<file path="src/rtl/core/rwhp_pkg.sv">
// ----------------------------------------------------------------------------
// rwhp_pkg
// Shared types and constants of the RIFF/WAVE header parser.
// ----------------------------------------------------------------------------
package rwhp_pkg;

    localparam int OFFSET_BITS_DEF = 40;
    localparam int FIXED_BITS      = 192;
    localparam int CFG_IDX_W       = 8;

    localparam logic [CFG_IDX_W-1:0] CFG_STRICT = CFG_IDX_W'(0);
    localparam logic [CFG_IDX_W-1:0] CFG_DEPTH  = CFG_IDX_W'(1);

    localparam logic [15:0] DEPTH_RST = 16'd32;

    localparam logic [31:0] TAG_RIFF = 32'h5249_4646;
    localparam logic [31:0] TAG_WAVE = 32'h5741_5645;
    localparam logic [31:0] TAG_FMT  = 32'h666D_7420;
    localparam logic [31:0] TAG_DATA = 32'h6461_7461;
    localparam logic [31:0] FMT_MIN  = 32'd16;
    localparam logic [15:0] FMT_PCM  = 16'd1;
    localparam logic [15:0] FMT_EXT  = 16'd65534;

    typedef enum logic [1:0] {
        PH_RIFF,
        PH_CHDR,
        PH_FMT,
        PH_SKIP
    } phase_t;

    typedef enum logic [2:0] {
        ST_OK,
        ST_BAD_TAGS,
        ST_FMT_SMALL,
        ST_BAD_FORMAT,
        ST_BAD_DEPTH,
        ST_NO_FMT,
        ST_TRUNCATED
    } status_t;

    typedef struct packed {
        logic        strict_checks;
        logic [15:0] required_bit_depth;
    } cfg_t;

    typedef struct packed {
        logic [7:0] file_byte;
        logic       end_of_stream;
    } in_item_t;

    typedef struct packed {
        status_t     status;
        logic [31:0] riff_size;
        logic [15:0] format_code;
        logic [15:0] channel_count;
        logic [31:0] samples_per_sec;
        logic [31:0] bytes_per_sec;
        logic [15:0] block_align;
        logic [15:0] bits_per_sample;
        logic [31:0] data_size;
    } res_t;

endpackage

</file>
<file path="src/rtl/core/rwhp_cfg_regs.sv">
// ----------------------------------------------------------------------------
// rwhp_cfg_regs
// Configuration register file: strict checking enable and required depth.
// ----------------------------------------------------------------------------
module rwhp_cfg_regs
    import rwhp_pkg::*;
(
    input  logic                 aclk,
    input  logic                 aresetn,
    input  logic                 cfg_valid,
    output logic                 cfg_ready,
    input  logic [CFG_IDX_W-1:0] cfg_index,
    input  logic [15:0]          cfg_data,
    output cfg_t                 cfg
);

    logic        strict_reg, strict_next;
    logic [15:0] depth_reg, depth_next;

    assign cfg_ready = 1'b1;

    always_comb begin
        strict_next = strict_reg;
        depth_next  = depth_reg;
        if (cfg_valid) begin
            if (cfg_index == CFG_STRICT) begin
                strict_next = cfg_data[0];
            end else if (cfg_index == CFG_DEPTH) begin
                depth_next = cfg_data;
            end
        end
    end

    always_ff @(posedge aclk) begin
        if (!aresetn) begin
            strict_reg <= 1'b1;
            depth_reg  <= DEPTH_RST;
        end else begin
            strict_reg <= strict_next;
            depth_reg  <= depth_next;
        end
    end

    assign cfg.strict_checks      = strict_reg;
    assign cfg.required_bit_depth = depth_reg;

endmodule

</file>
<file path="src/rtl/core/rwhp_in_stage.sv">
// ----------------------------------------------------------------------------
// rwhp_in_stage
// Input register: holds one byte transaction until the parser takes it.
// ----------------------------------------------------------------------------
module rwhp_in_stage
    import rwhp_pkg::*;
(
    input  logic     aclk,
    input  logic     aresetn,
    input  logic     s_tvalid,
    output logic     s_tready,
    input  logic [7:0] s_tdata,
    input  logic     s_tlast,
    input  logic     take,
    output logic     item_valid,
    output in_item_t item
);

    logic     vld_reg, vld_next;
    in_item_t item_reg;

    assign s_tready = !vld_reg || take;

    always_comb begin
        vld_next = vld_reg;
        if (s_tready) begin
            vld_next = s_tvalid;
        end
    end

    always_ff @(posedge aclk) begin
        if (!aresetn) begin
            vld_reg <= 1'b0;
        end else begin
            vld_reg <= vld_next;
        end
    end

    always_ff @(posedge aclk) begin
        if (s_tvalid && s_tready) begin
            item_reg.file_byte     <= s_tdata;
            item_reg.end_of_stream <= s_tlast;
        end
    end

    assign item_valid = vld_reg;
    assign item       = item_reg;

endmodule

</file>
<file path="src/rtl/core/rwhp_parser.sv">
// ----------------------------------------------------------------------------
// rwhp_parser
// Per-byte header walk: tag and size checks, fmt capture, chunk skipping.
// ----------------------------------------------------------------------------
module rwhp_parser
    import rwhp_pkg::*;
#(
    parameter int OFFSET_BITS = OFFSET_BITS_DEF
) (
    input  logic                   aclk,
    input  logic                   aresetn,
    input  logic                   fire,
    input  in_item_t               item,
    input  cfg_t                   cfg,
    output logic                   res_valid,
    output res_t                   res,
    output logic [OFFSET_BITS-1:0] res_offset
);

    phase_t                 phase_reg, phase_next;
    logic [3:0]             cnt_reg, cnt_next;
    logic [31:0]            tag_reg, tag_next;
    logic [31:0]            len_reg, len_next;
    logic [32:0]            skip_reg, skip_next;
    logic                   fmt_seen_reg, fmt_seen_next;
    logic [OFFSET_BITS-1:0] pos_reg, pos_next;
    logic                   finished_reg, finished_next;
    logic [31:0]            riff_size_reg, riff_size_next;
    logic [63:0]            fmt_lo_reg, fmt_lo_next;
    logic [63:0]            fmt_hi_reg, fmt_hi_next;

    logic [7:0]             b;
    logic                   active;
    logic                   restart;
    logic [31:0]            tag_shift;
    logic [31:0]            len_shift;
    logic [32:0]            skip_fmt;
    logic [OFFSET_BITS-1:0] pos_inc;
    logic                   st_hit;
    status_t                st_code;

    assign b         = item.file_byte;
    assign active    = fire && !finished_reg;
    assign restart   = fire && finished_reg && item.end_of_stream;
    assign tag_shift = {tag_reg[23:0], b};
    assign len_shift = {b, len_reg[31:8]};
    assign pos_inc   = (&pos_reg) ? pos_reg : pos_reg + 1'b1;
    assign skip_fmt  = (len_reg > FMT_MIN)
                     ? {1'b0, len_reg} - {1'b0, FMT_MIN} + {32'd0, len_reg[0]}
                     : 33'd0;

    // captured header and fmt bytes
    always_comb begin
        riff_size_next = riff_size_reg;
        fmt_lo_next    = fmt_lo_reg;
        fmt_hi_next    = fmt_hi_reg;
        if (restart) begin
            riff_size_next = '0;
            fmt_lo_next    = '0;
            fmt_hi_next    = '0;
        end else if (active) begin
            unique case (phase_reg)
                PH_RIFF: begin
                    if (cnt_reg[3:2] == 2'b01) begin
                        riff_size_next[{cnt_reg[1:0], 3'b000} +: 8] = b;
                    end
                end
                PH_FMT: begin
                    if (!cnt_reg[3]) begin
                        fmt_lo_next[{cnt_reg[2:0], 3'b000} +: 8] = b;
                    end else begin
                        fmt_hi_next[{cnt_reg[2:0], 3'b000} +: 8] = b;
                    end
                end
                PH_CHDR, PH_SKIP: begin
                end
            endcase
        end
    end

    // result detection
    always_comb begin
        st_hit  = 1'b0;
        st_code = ST_OK;
        if (active) begin
            unique case (phase_reg)
                PH_RIFF: begin
                    if (cnt_reg >= 4'd11 && cfg.strict_checks
                        && (tag_shift != TAG_WAVE || len_reg != TAG_RIFF)) begin
                        st_hit  = 1'b1;
                        st_code = ST_BAD_TAGS;
                    end
                end
                PH_CHDR: begin
                    if (cnt_reg >= 4'd7) begin
                        if (tag_reg == TAG_FMT) begin
                            if (cfg.strict_checks && len_shift < FMT_MIN) begin
                                st_hit  = 1'b1;
                                st_code = ST_FMT_SMALL;
                            end
                        end else if (tag_reg == TAG_DATA) begin
                            st_hit  = 1'b1;
                            st_code = (cfg.strict_checks && !fmt_seen_reg) ? ST_NO_FMT : ST_OK;
                        end
                    end
                end
                PH_FMT: begin
                    if (cnt_reg >= 4'd15 && cfg.strict_checks) begin
                        if (fmt_lo_reg[15:0] != FMT_PCM && fmt_lo_reg[15:0] != FMT_EXT) begin
                            st_hit  = 1'b1;
                            st_code = ST_BAD_FORMAT;
                        end else if (fmt_hi_next[63:48] != cfg.required_bit_depth) begin
                            st_hit  = 1'b1;
                            st_code = ST_BAD_DEPTH;
                        end
                    end
                end
                PH_SKIP: begin
                end
            endcase
            if (!st_hit && item.end_of_stream) begin
                st_hit  = 1'b1;
                st_code = ST_TRUNCATED;
            end
        end
    end

    // next parse state
    always_comb begin
        phase_next    = phase_reg;
        cnt_next      = cnt_reg;
        tag_next      = tag_reg;
        len_next      = len_reg;
        skip_next     = skip_reg;
        fmt_seen_next = fmt_seen_reg;
        pos_next      = pos_reg;
        finished_next = finished_reg;
        if (restart) begin
            phase_next    = PH_RIFF;
            cnt_next      = '0;
            tag_next      = '0;
            len_next      = '0;
            skip_next     = '0;
            fmt_seen_next = 1'b0;
            pos_next      = '0;
            finished_next = 1'b0;
        end else if (active) begin
            pos_next = pos_inc;
            unique case (phase_reg)
                PH_RIFF: begin
                    if (cnt_reg < 4'd4 || cnt_reg >= 4'd8) begin
                        tag_next = tag_shift;
                    end
                    if (cnt_reg == 4'd3) begin
                        len_next = tag_shift;
                    end
                    if (cnt_reg >= 4'd11) begin
                        cnt_next   = '0;
                        phase_next = PH_CHDR;
                    end else begin
                        cnt_next = cnt_reg + 1'b1;
                    end
                end
                PH_CHDR: begin
                    if (cnt_reg < 4'd4) begin
                        tag_next = tag_shift;
                    end else begin
                        len_next = len_shift;
                    end
                    if (cnt_reg >= 4'd7) begin
                        cnt_next = '0;
                        if (tag_reg == TAG_FMT) begin
                            phase_next = PH_FMT;
                        end else if (tag_reg != TAG_DATA) begin
                            skip_next  = {1'b0, len_shift} + {32'd0, len_shift[0]};
                            phase_next = (len_shift == 32'd0) ? PH_CHDR : PH_SKIP;
                        end
                    end else begin
                        cnt_next = cnt_reg + 1'b1;
                    end
                end
                PH_FMT: begin
                    if (cnt_reg >= 4'd15) begin
                        cnt_next      = '0;
                        fmt_seen_next = 1'b1;
                        skip_next     = skip_fmt;
                        phase_next    = (skip_fmt == 33'd0) ? PH_CHDR : PH_SKIP;
                    end else begin
                        cnt_next = cnt_reg + 1'b1;
                    end
                end
                PH_SKIP: begin
                    if (skip_reg != 33'd0) begin
                        skip_next = skip_reg - 1'b1;
                    end
                    if (skip_reg <= 33'd1) begin
                        phase_next = PH_CHDR;
                        cnt_next   = '0;
                    end
                end
            endcase
            if (st_hit) begin
                finished_next = 1'b1;
            end
        end
    end

    always_ff @(posedge aclk) begin
        if (!aresetn) begin
            phase_reg     <= PH_RIFF;
            cnt_reg       <= '0;
            tag_reg       <= '0;
            len_reg       <= '0;
            skip_reg      <= '0;
            fmt_seen_reg  <= 1'b0;
            pos_reg       <= '0;
            finished_reg  <= 1'b0;
            riff_size_reg <= '0;
            fmt_lo_reg    <= '0;
            fmt_hi_reg    <= '0;
        end else begin
            phase_reg     <= phase_next;
            cnt_reg       <= cnt_next;
            tag_reg       <= tag_next;
            len_reg       <= len_next;
            skip_reg      <= skip_next;
            fmt_seen_reg  <= fmt_seen_next;
            pos_reg       <= pos_next;
            finished_reg  <= finished_next;
            riff_size_reg <= riff_size_next;
            fmt_lo_reg    <= fmt_lo_next;
            fmt_hi_reg    <= fmt_hi_next;
        end
    end

    assign res_valid           = st_hit;
    assign res.status          = st_code;
    assign res.riff_size       = riff_size_next;
    assign res.format_code     = fmt_lo_next[15:0];
    assign res.channel_count   = fmt_lo_next[31:16];
    assign res.samples_per_sec = fmt_lo_next[63:32];
    assign res.bytes_per_sec   = fmt_hi_next[31:0];
    assign res.block_align     = fmt_hi_next[47:32];
    assign res.bits_per_sample = fmt_hi_next[63:48];
    assign res.data_size       = (st_code == ST_OK) ? len_shift : 32'd0;
    assign res_offset          = (st_code == ST_OK) ? pos_inc : '0;

    a_finish_after_result: assert property (@(posedge aclk) disable iff (!aresetn)
        res_valid |=> finished_reg)
        else $error("parser not finished after a result");

    a_quiet_when_finished: assert property (@(posedge aclk) disable iff (!aresetn)
        finished_reg |-> !res_valid)
        else $error("result produced after finishing");

    a_skip_nonzero: assert property (@(posedge aclk) disable iff (!aresetn)
        phase_reg == PH_SKIP |-> skip_reg != 33'd0)
        else $error("skip phase with nothing left to skip");

    a_ok_has_offset: assert property (@(posedge aclk) disable iff (!aresetn)
        res_valid && st_code == ST_OK |-> res_offset != '0 && fmt_seen_reg | !cfg.strict_checks)
        else $error("ok result without offset or fmt");

endmodule

</file>
<file path="src/rtl/core/rwhp_out_stage.sv">
// ----------------------------------------------------------------------------
// rwhp_out_stage
// Result register: holds one result transaction until the sink takes it.
// ----------------------------------------------------------------------------
module rwhp_out_stage
    import rwhp_pkg::*;
#(
    parameter int OFFSET_BITS = OFFSET_BITS_DEF
) (
    input  logic                   aclk,
    input  logic                   aresetn,
    input  logic                   load,
    input  res_t                   res,
    input  logic [OFFSET_BITS-1:0] res_offset,
    output logic                   room,
    output logic                   m_tvalid,
    input  logic                   m_tready,
    output res_t                   out_res,
    output logic [OFFSET_BITS-1:0] out_offset
);

    logic                   vld_reg, vld_next;
    res_t                   res_reg;
    logic [OFFSET_BITS-1:0] offset_reg;

    assign room = !vld_reg || m_tready;

    always_comb begin
        vld_next = vld_reg;
        if (load) begin
            vld_next = 1'b1;
        end else if (m_tready) begin
            vld_next = 1'b0;
        end
    end

    always_ff @(posedge aclk) begin
        if (!aresetn) begin
            vld_reg <= 1'b0;
        end else begin
            vld_reg <= vld_next;
        end
    end

    always_ff @(posedge aclk) begin
        if (load) begin
            res_reg    <= res;
            offset_reg <= res_offset;
        end
    end

    assign m_tvalid   = vld_reg;
    assign out_res    = res_reg;
    assign out_offset = offset_reg;

endmodule

</file>
<file path="src/rtl/core/riff_wave_header_parser.sv">
// ----------------------------------------------------------------------------
// riff_wave_header_parser
// Byte-stream RIFF/WAVE header parser giving one status and format result.
// ----------------------------------------------------------------------------
// path: an accepted byte is registered at the input, parsed when the output
//   stage has room, and its result is then registered and shown on m_tvalid
// throughput: one byte per cycle (single parse stage) while output has room
// reset: synchronous active-low aresetn clears parse state, restores
//   strict checking and a required depth of 32; no clearing pass
module riff_wave_header_parser
    import rwhp_pkg::*;
#(
    parameter int OFFSET_BITS = OFFSET_BITS_DEF,
    localparam int TDATA_W    = ((FIXED_BITS + OFFSET_BITS + 7) / 8) * 8
) (
    input  logic                 aclk,
    input  logic                 aresetn,
    input  logic                 s_tvalid,
    output logic                 s_tready,
    input  logic [7:0]           s_tdata,   // file_byte
    input  logic                 s_tlast,
    output logic                 m_tvalid,
    input  logic                 m_tready,
    // riff_size, format_code, channel_count, samples_per_sec, bytes_per_sec,
    // block_align, bits_per_sample, data_size, payload_offset
    output logic [TDATA_W-1:0]   m_tdata,
    output logic [2:0]           m_tuser,   // status
    input  logic                 cfg_valid,
    output logic                 cfg_ready,
    input  logic [CFG_IDX_W-1:0] cfg_index,
    input  logic [15:0]          cfg_data
);

    cfg_t                   cfg;
    in_item_t               item;
    logic                   item_valid;
    logic                   room;
    logic                   fire;
    logic                   res_valid;
    res_t                   res;
    logic [OFFSET_BITS-1:0] res_offset;
    res_t                   out_res;
    logic [OFFSET_BITS-1:0] out_offset;

    assign fire = item_valid && room;

    rwhp_cfg_regs u_cfg (
        .aclk      (aclk),
        .aresetn   (aresetn),
        .cfg_valid (cfg_valid),
        .cfg_ready (cfg_ready),
        .cfg_index (cfg_index),
        .cfg_data  (cfg_data),
        .cfg       (cfg)
    );

    rwhp_in_stage u_in (
        .aclk       (aclk),
        .aresetn    (aresetn),
        .s_tvalid   (s_tvalid),
        .s_tready   (s_tready),
        .s_tdata    (s_tdata),
        .s_tlast    (s_tlast),
        .take       (fire),
        .item_valid (item_valid),
        .item       (item)
    );

    rwhp_parser #(
        .OFFSET_BITS (OFFSET_BITS)
    ) u_parser (
        .aclk       (aclk),
        .aresetn    (aresetn),
        .fire       (fire),
        .item       (item),
        .cfg        (cfg),
        .res_valid  (res_valid),
        .res        (res),
        .res_offset (res_offset)
    );

    rwhp_out_stage #(
        .OFFSET_BITS (OFFSET_BITS)
    ) u_out (
        .aclk       (aclk),
        .aresetn    (aresetn),
        .load       (fire && res_valid),
        .res        (res),
        .res_offset (res_offset),
        .room       (room),
        .m_tvalid   (m_tvalid),
        .m_tready   (m_tready),
        .out_res    (out_res),
        .out_offset (out_offset)
    );

    always_comb begin
        m_tdata          = '0;
        m_tdata[31:0]    = out_res.riff_size;
        m_tdata[47:32]   = out_res.format_code;
        m_tdata[63:48]   = out_res.channel_count;
        m_tdata[95:64]   = out_res.samples_per_sec;
        m_tdata[127:96]  = out_res.bytes_per_sec;
        m_tdata[143:128] = out_res.block_align;
        m_tdata[159:144] = out_res.bits_per_sample;
        m_tdata[191:160] = out_res.data_size;
        m_tdata[FIXED_BITS +: OFFSET_BITS] = out_offset;
    end

    assign m_tuser = out_res.status;

endmodule
</file>
<file path="config.mk">
export PLATFORM = sky130hd
export DESIGN_NAME = riff_wave_header_parser
export DESIGN_NICKNAME = d
export VERILOG_FILES = /design/src/rtl/core/rwhp_pkg.sv /design/src/rtl/core/rwhp_cfg_regs.sv /design/src/rtl/core/rwhp_in_stage.sv /design/src/rtl/core/rwhp_parser.sv /design/src/rtl/core/rwhp_out_stage.sv /design/src/rtl/core/riff_wave_header_parser.sv
export SDC_FILE = /design/constraint.sdc
export NUM_CORES = 1
export LEC_CHECK = 0
export BUFFER_PORTS_ARGS = -buffer_cell sky130_fd_sc_hd__buf_2
export CAP_MARGIN = 15
export CORE_MARGIN = 2
export CORE_UTILIZATION = 40
export CTS_CLUSTER_DIAMETER = 120
export DETAILED_ROUTE_END_ITERATION = 8
export HOLD_SLACK_MARGIN = 0.12
export PLACE_DENSITY_LB_ADDON = 0.25
export SLEW_MARGIN = 40
export SYNTH_ARGS = -nofsm -noshare
export SYNTH_HDL_FRONTEND = slang
export SYNTH_SLANG_ARGS = --single-unit
</file>
<file path="constraint.sdc">
create_clock -name aclk -period 30.5 [get_ports aclk]
set_input_delay 9.15 -clock aclk [delete_from_list [all_inputs] [get_ports aclk]]
set_output_delay 9.15 -clock aclk [all_outputs]
set_load 0.005 [all_outputs]
</file>
Word level (Yosys, flattened, before mapping):

Index checks and enable logic that the tools add are counted.

* register bits after elaboration: 568
* word-level logic and storage cells: 186
* output and inout bits: 238

* magnitude comparators: 8
* add/subtract/negate cells: 8
* reduce and logical (&&, ||, !) cells: 42
* shift operators: 4
* multiplexer cells: 69
* equality and inequality tests: 26
* bitwise logic cells: 2

Operators by type and width (number)
* $mux 64: 8
* $mux 32: 8
* $mux 33: 6
* $bwmux 64: 2
* $pmux 32 s2: 2
* $pmux 33 s3: 1
* $ne 32x31->1 const B: 3
* $eq 32x31->1 const B: 2
* $shift 8x8->64 const A: 1
* $shiftx 8x8->64: 1
* $add 40x1->40 const B: 1
* $mux 40: 1
* $reduce_and 40->1: 1
* $add 32x1->33: 1
* $add 33x1->33: 1
* $le 33x1->1 const B: 1
* $logic_not 33->1: 1
* $reduce_bool 33->1: 1
* $sub 32x5->33 const B: 1
* $sub 33x1->33 const B: 1
* $bwmux 32: 1
* $gt 32x5->1 const B: 1
* $logic_not 32->1: 1
* $lt 32x5->1 const B: 1
* 41 further kinds: 111

Longest topological paths before layout:

* depth after elaboration: 19
* mapped depth: 18
* mapped depth without buffers: 12

By module:

Synthesis repeated with hierarchy kept, for this count alone.

* cell total of the unflattened synthesis: 2691
* area, all modules: 26432.9 µm²

By module, submodules not included
* rwhp_parser: instances 1, cells an instance 2357, area an instance 18228.7 µm²
* rwhp_out_stage: instances 1, cells an instance 239, area an instance 7105.6 µm²
* rwhp_cfg_regs: instances 1, cells an instance 79, area an instance 758.2 µm²
* rwhp_in_stage: instances 1, cells an instance 14, area an instance 327.8 µm²
* riff_wave_header_parser: instances 1, cells an instance 2, area an instance 12.5 µm²

Worst setup path after synthesis:

Ideal clock, no wire load.

* path type: input to register
* start: input m_tready
* end: register u_out.offset_reg[0] (netlist: u_out.out_offset[0]), enable pin
* arrival time: 27.306 ns
* library setup time: 1.156 ns
* required time: 29.344 ns
* path buffers: 2
* path slack: 2.038 ns
* cell stages on the path: 11
* path through: nor2b_1 clkbuf_1 nor3_1 clkbuf_1 or4_1 a21oi_1 nor4b_1 nand4b_1 o21a_1 nor2_1 o21ai_0

* cells in the longest elaborated chain, start to end: 16

Ends and longest elaborated chain
* from (decl): line riff_wave_header_parser.sv:23 `input logic m_tready,`
* $logic_or 1x1->1 *: line rwhp_out_stage.sv:26 `assign room = !vld_reg || m_tready;`
* $logic_and 1x1->1 *: line riff_wave_header_parser.sv:45 `assign fire = item_valid && room;`
* $logic_and 1x1->1, on equally long branches: line rwhp_parser.sv:43, rwhp_parser.sv:44
* $mux 64 or $logic_and 1x1->1 (tied branches): line rwhp_parser.sv:61, rwhp_parser.sv:44
* $mux 64: line rwhp_parser.sv:57 `if (restart) begin`
* $ne 16x16->1: line rwhp_parser.sv:112 `end else if (fmt_hi_next[63:48] != cfg.required_bit_depth) begin`
* $mux 1: line rwhp_parser.sv:112
* $mux 1: line rwhp_parser.sv:109 `if (fmt_lo_reg[15:0] != FMT_PCM && fmt_lo_reg[15:0] != FMT_EXT) begin`
* $mux 1: line rwhp_parser.sv:108 `if (cnt_reg >= 4'd15 && cfg.strict_checks) begin`
* $pmux 1 s3: line rwhp_parser.sv:86 `unique case (phase_reg)`
* $mux 1: line rwhp_parser.sv:85 `if (active) begin`
* $logic_not 1->1: line rwhp_parser.sv:121 `if (!st_hit && item.end_of_stream) begin`
* $logic_and 1x1->1: line rwhp_parser.sv:121
* $mux 1: line rwhp_parser.sv:121
* $mux 1: line rwhp_parser.sv:85
* $logic_and 1x1->1 *: line riff_wave_header_parser.sv:87 `.load (fire && res_valid),`
* net u_out.load: line rwhp_out_stage.sv:12 `input logic load,`
* to (signal assigned): line rwhp_out_stage.sv:48 `offset_reg <= res_offset;`
* to (decl): line rwhp_out_stage.sv:24 `logic [OFFSET_BITS-1:0] offset_reg;`

Mark *: on every way through the listed nets, which the timed path passes. The rest lies on a longest branch. The select of a mux whose other input is x is not followed.
A chain may end at the register's enable or synchronous reset.

Final worst setup path:

* start: input m_tready
* end: output s_tready

* cells in the longest elaborated chain, start to end: 3

Ends and longest elaborated chain
* $logic_or 1x1->1: line rwhp_out_stage.sv:26
* $logic_and 1x1->1: line riff_wave_header_parser.sv:45
* $logic_or 1x1->1: line rwhp_in_stage.sv:22 `assign s_tready = !vld_reg || take;`
* to (decl): line riff_wave_header_parser.sv:19 `output logic s_tready,`

No other way between the ends.

==> key figures <==
Global route
  • Vias in the first global route: approximately 19000
  • GRT Total Usage: 0.216
  • Gr ovfl total: 0
  • Largest net degree at the start of global routing: 98
  • Initial antenna violation count: 0
  • First-pass GRT wire length: between 100000 and 150000 um

Route
  • Drt first-iter violations: 1516
  • Post-route DRC: 0
  • Total iterations of the first detailed-routing run: 6
  • DR vias: 20500
  • Via density: 5.48
  • Post-route ant nets: 0
  • DRT Wirelength: 74200 um
  • Routed WL per cell: 19.8 um

Place
  • DP Wirelength: 47700 um
  • IO Port Bufs: 274
  • Placed Cells: 3632
  • Routability Congestion: 0.862

Yosys
  • Most frequent cells after synthesis: nor2_1 (343), dfxtp_1 (324), nand2_1 (280)
  • Fraction of registers with async set or reset after synthesis: 0
  • Count leader, synth: nor2_1
  • Yosys cell types: 69
  • Net Count, Synth: 2751
  • Syn. warnings: 0
  • Syn Inst Count: 2692
  • Synth area leader: edfxtp_1
  • Ys flop type: dfxtp_1
  • Yosys reg bits: 568
  • EDFF count, synth: 244
  • Top cells by area, synth: edfxtp_1 (28%), dfxtp_1 (25%), nor2_1 (5.0%)
  • Sequential-to-total area share from yosys stat: 0.537
  • Synthesized area: about 0.026 mm^2
  • Avg Synthesized Cell Area: 9.56 um^2
  • Top-area cell type share of the netlist area: 0.285

Final layout
  • Max reg flops: 195
  • Share of cells above drive strength 1: 0.154
  • Final nets: 2909
  • Synthesis-to-layout area growth: 16.2%
  • Layout Cells excl Fill: ~3700

Clock tree
  • Cts hold-fix bufs: 0
  • CTS tree: yes
  • Clk Latency, worst-skew pair: 0.64 ns
  • TritonCTS Buffers: 60
  • Max Root-Sink Buffers: 3
  • Root Buffer: clkbuf_16
  • H-Tree Depth: 2
  • Clk slew on worst S/H paths: 0.06 ns
  • Setup Fix Bufs, Post-CTS: 0
  • Clk sinks: about 570
  • CTS resizes: 0

STA
  • Fin crit period: 19.02 ns
  • Clock Skew: 0.0330 ns
  • Final Hold Fails: 0
  • Setup TNS Final: 0 ns
  • Max Slew Vio Count: 0
  • Final number of setup-violating endpoints: 0
  • Slew headroom: 0.406
  • RSZ-0062 raised after global routing: no
  • Least-Margin Pin Slew: ~0.9 ns
  • Fmax: 52.6 MHz
  • Tcrit/Tclk final: 0.624

Worst hold path
  • Worst hold path startpoint: u_parser.tag_reg[26]
  • Hold Crit Class: register to register

Power and ir drop
  • Clock group share of total power: 0.472
  • Pleak: roughly 0.011 uW
  • PD cells: 55.0 mW/mm^2
  • Maximum vdd drop: 0.0000426 V
  • P_int: between 1000 and 1500 uW
  • Psw: 365 uW
  • Sw frac: 0.222
  • Gate power share: 0.037
  • Sequential power share: 0.490

Floorplan
  • Rows: 92
  • Die X: 258 um
  • Initial core utilization: 0.406
  • Core ar.: 0.0633 mm^2
  • Die Y: 258 um
  • IO Count: 276
  • Die area: 0.0664 mm^2

Worst setup path
  • CP startpoint: m_tready
  • Flop2flop setup slack: 24.33 ns
  • R2R cell count: 15
  • Crit path kind: input pin to output pin
  • CP Launch Type: input pin
  • FF-to-FF End: u_out.out_res[169]
  • Worst Setup End Kind: output pin
  • Crit path max fanout: 19
  • Arrival @ worst endpoint: roughly 9.9 ns
  • CP required: 21.35 ns
  • Setup crit end: s_tready
  • Startpoint of the worst register-to-register path: u_parser.cnt_reg[0]

Run
  • Maxcap violations: 0

Run status
  • Status: finished, final reports clean
[worst max-delay path: stages]
cell and delay [ns]:
buf_2 0.10, nor2b_1 0.12, buf_4 0.26, nand2_1 0.09
buf_2 0.14
[through the flow]
stage                     hold WS (ns)  cell area, um^2  utilization  power, uW  setup WS (ns)
after floorplan                  0.432            25700            -        862           2.04
after global placement           0.443            27700        0.437        884          11.45
after detailed placement         0.448            27700        0.438        885          11.49
after CTS                        0.456            29800        0.471       1660          11.48
after global routing             0.480            29900        0.472       1700          11.45
final                            0.456            29900        0.472       1650          11.48
[layout make-up]
cell class / count / area [um^2]
Fill cell: 5966 / 33400
Sequential cell: 568 / 13800
Multi-Input combinational cell: 1875 / 11100
Timing Repair Buffer: 310 / 1690
Clock buffer: 74 / 1620
Tap cell: 846 / 1060
Clock inverter: 39 / 490
Inverter: 35 / 133
Antenna cell: 1 / 2.50
[routing by layer]
layer	track usage	up-vias	routed length (um)
li1	-	9825	-
met1	0.287	9946	32200
met2	0.359	661	35300
met3	0.0441	110	5000
met4	0.0572	0	1680
met5	0	-	0
[worst min-delay path by stage]
stage	slack (ns)	cells after the start	to
5_1_grt	0.48	2	u_parser.tag_reg[29]
2_1_floorplan	0.43	2	u_parser.tag_reg[26]
3_3_place_gp	0.44	2	u_parser.tag_reg[26]
3_5_place_dp	0.45	2	u_parser.tag_reg[26]
6_report	0.46	2	u_parser.tag_reg[26]
4_1_cts	0.46	2	u_parser.tag_reg[26]
[power by group through the flow]
stage / combinational, uW / clock [uW] / sequential, uW
floorplan: 30.6 / 0 / 831
global placement: 59.8 / 0 / 824
detailed placement: 61.0 / 0 / 824
CTS: 61.2 / 795 / 807
global route: 66.0 / 827 / 808
finish: 61.0 / 778 / 807
[cell families after synthesis]
group	synth area share
multiplexers	0.0420
flip-flops	0.537
XOR/XNOR	0.0497
AND/OR/NAND/NOR	0.234
buffers and inverters	0.0372
adder cells (fa/ha/maj)	0.0102
AO/OA/AOI/OAI	0.0897
other	0.000146
[cell usage in the layout (no fill, tap or decap), types with 71 or more instances in the layout]
cell      count
a21oi_1     182
and2_1      144
buf_2       273
dfxtp_1     324
edfxtp_1    244
mux2i_1     108
nand2_1     278
nand3_1     107
nor2_1      337
nor3_1       71
nor4_1       75
xnor2_1      88
(Power assumes the default switching activity.)
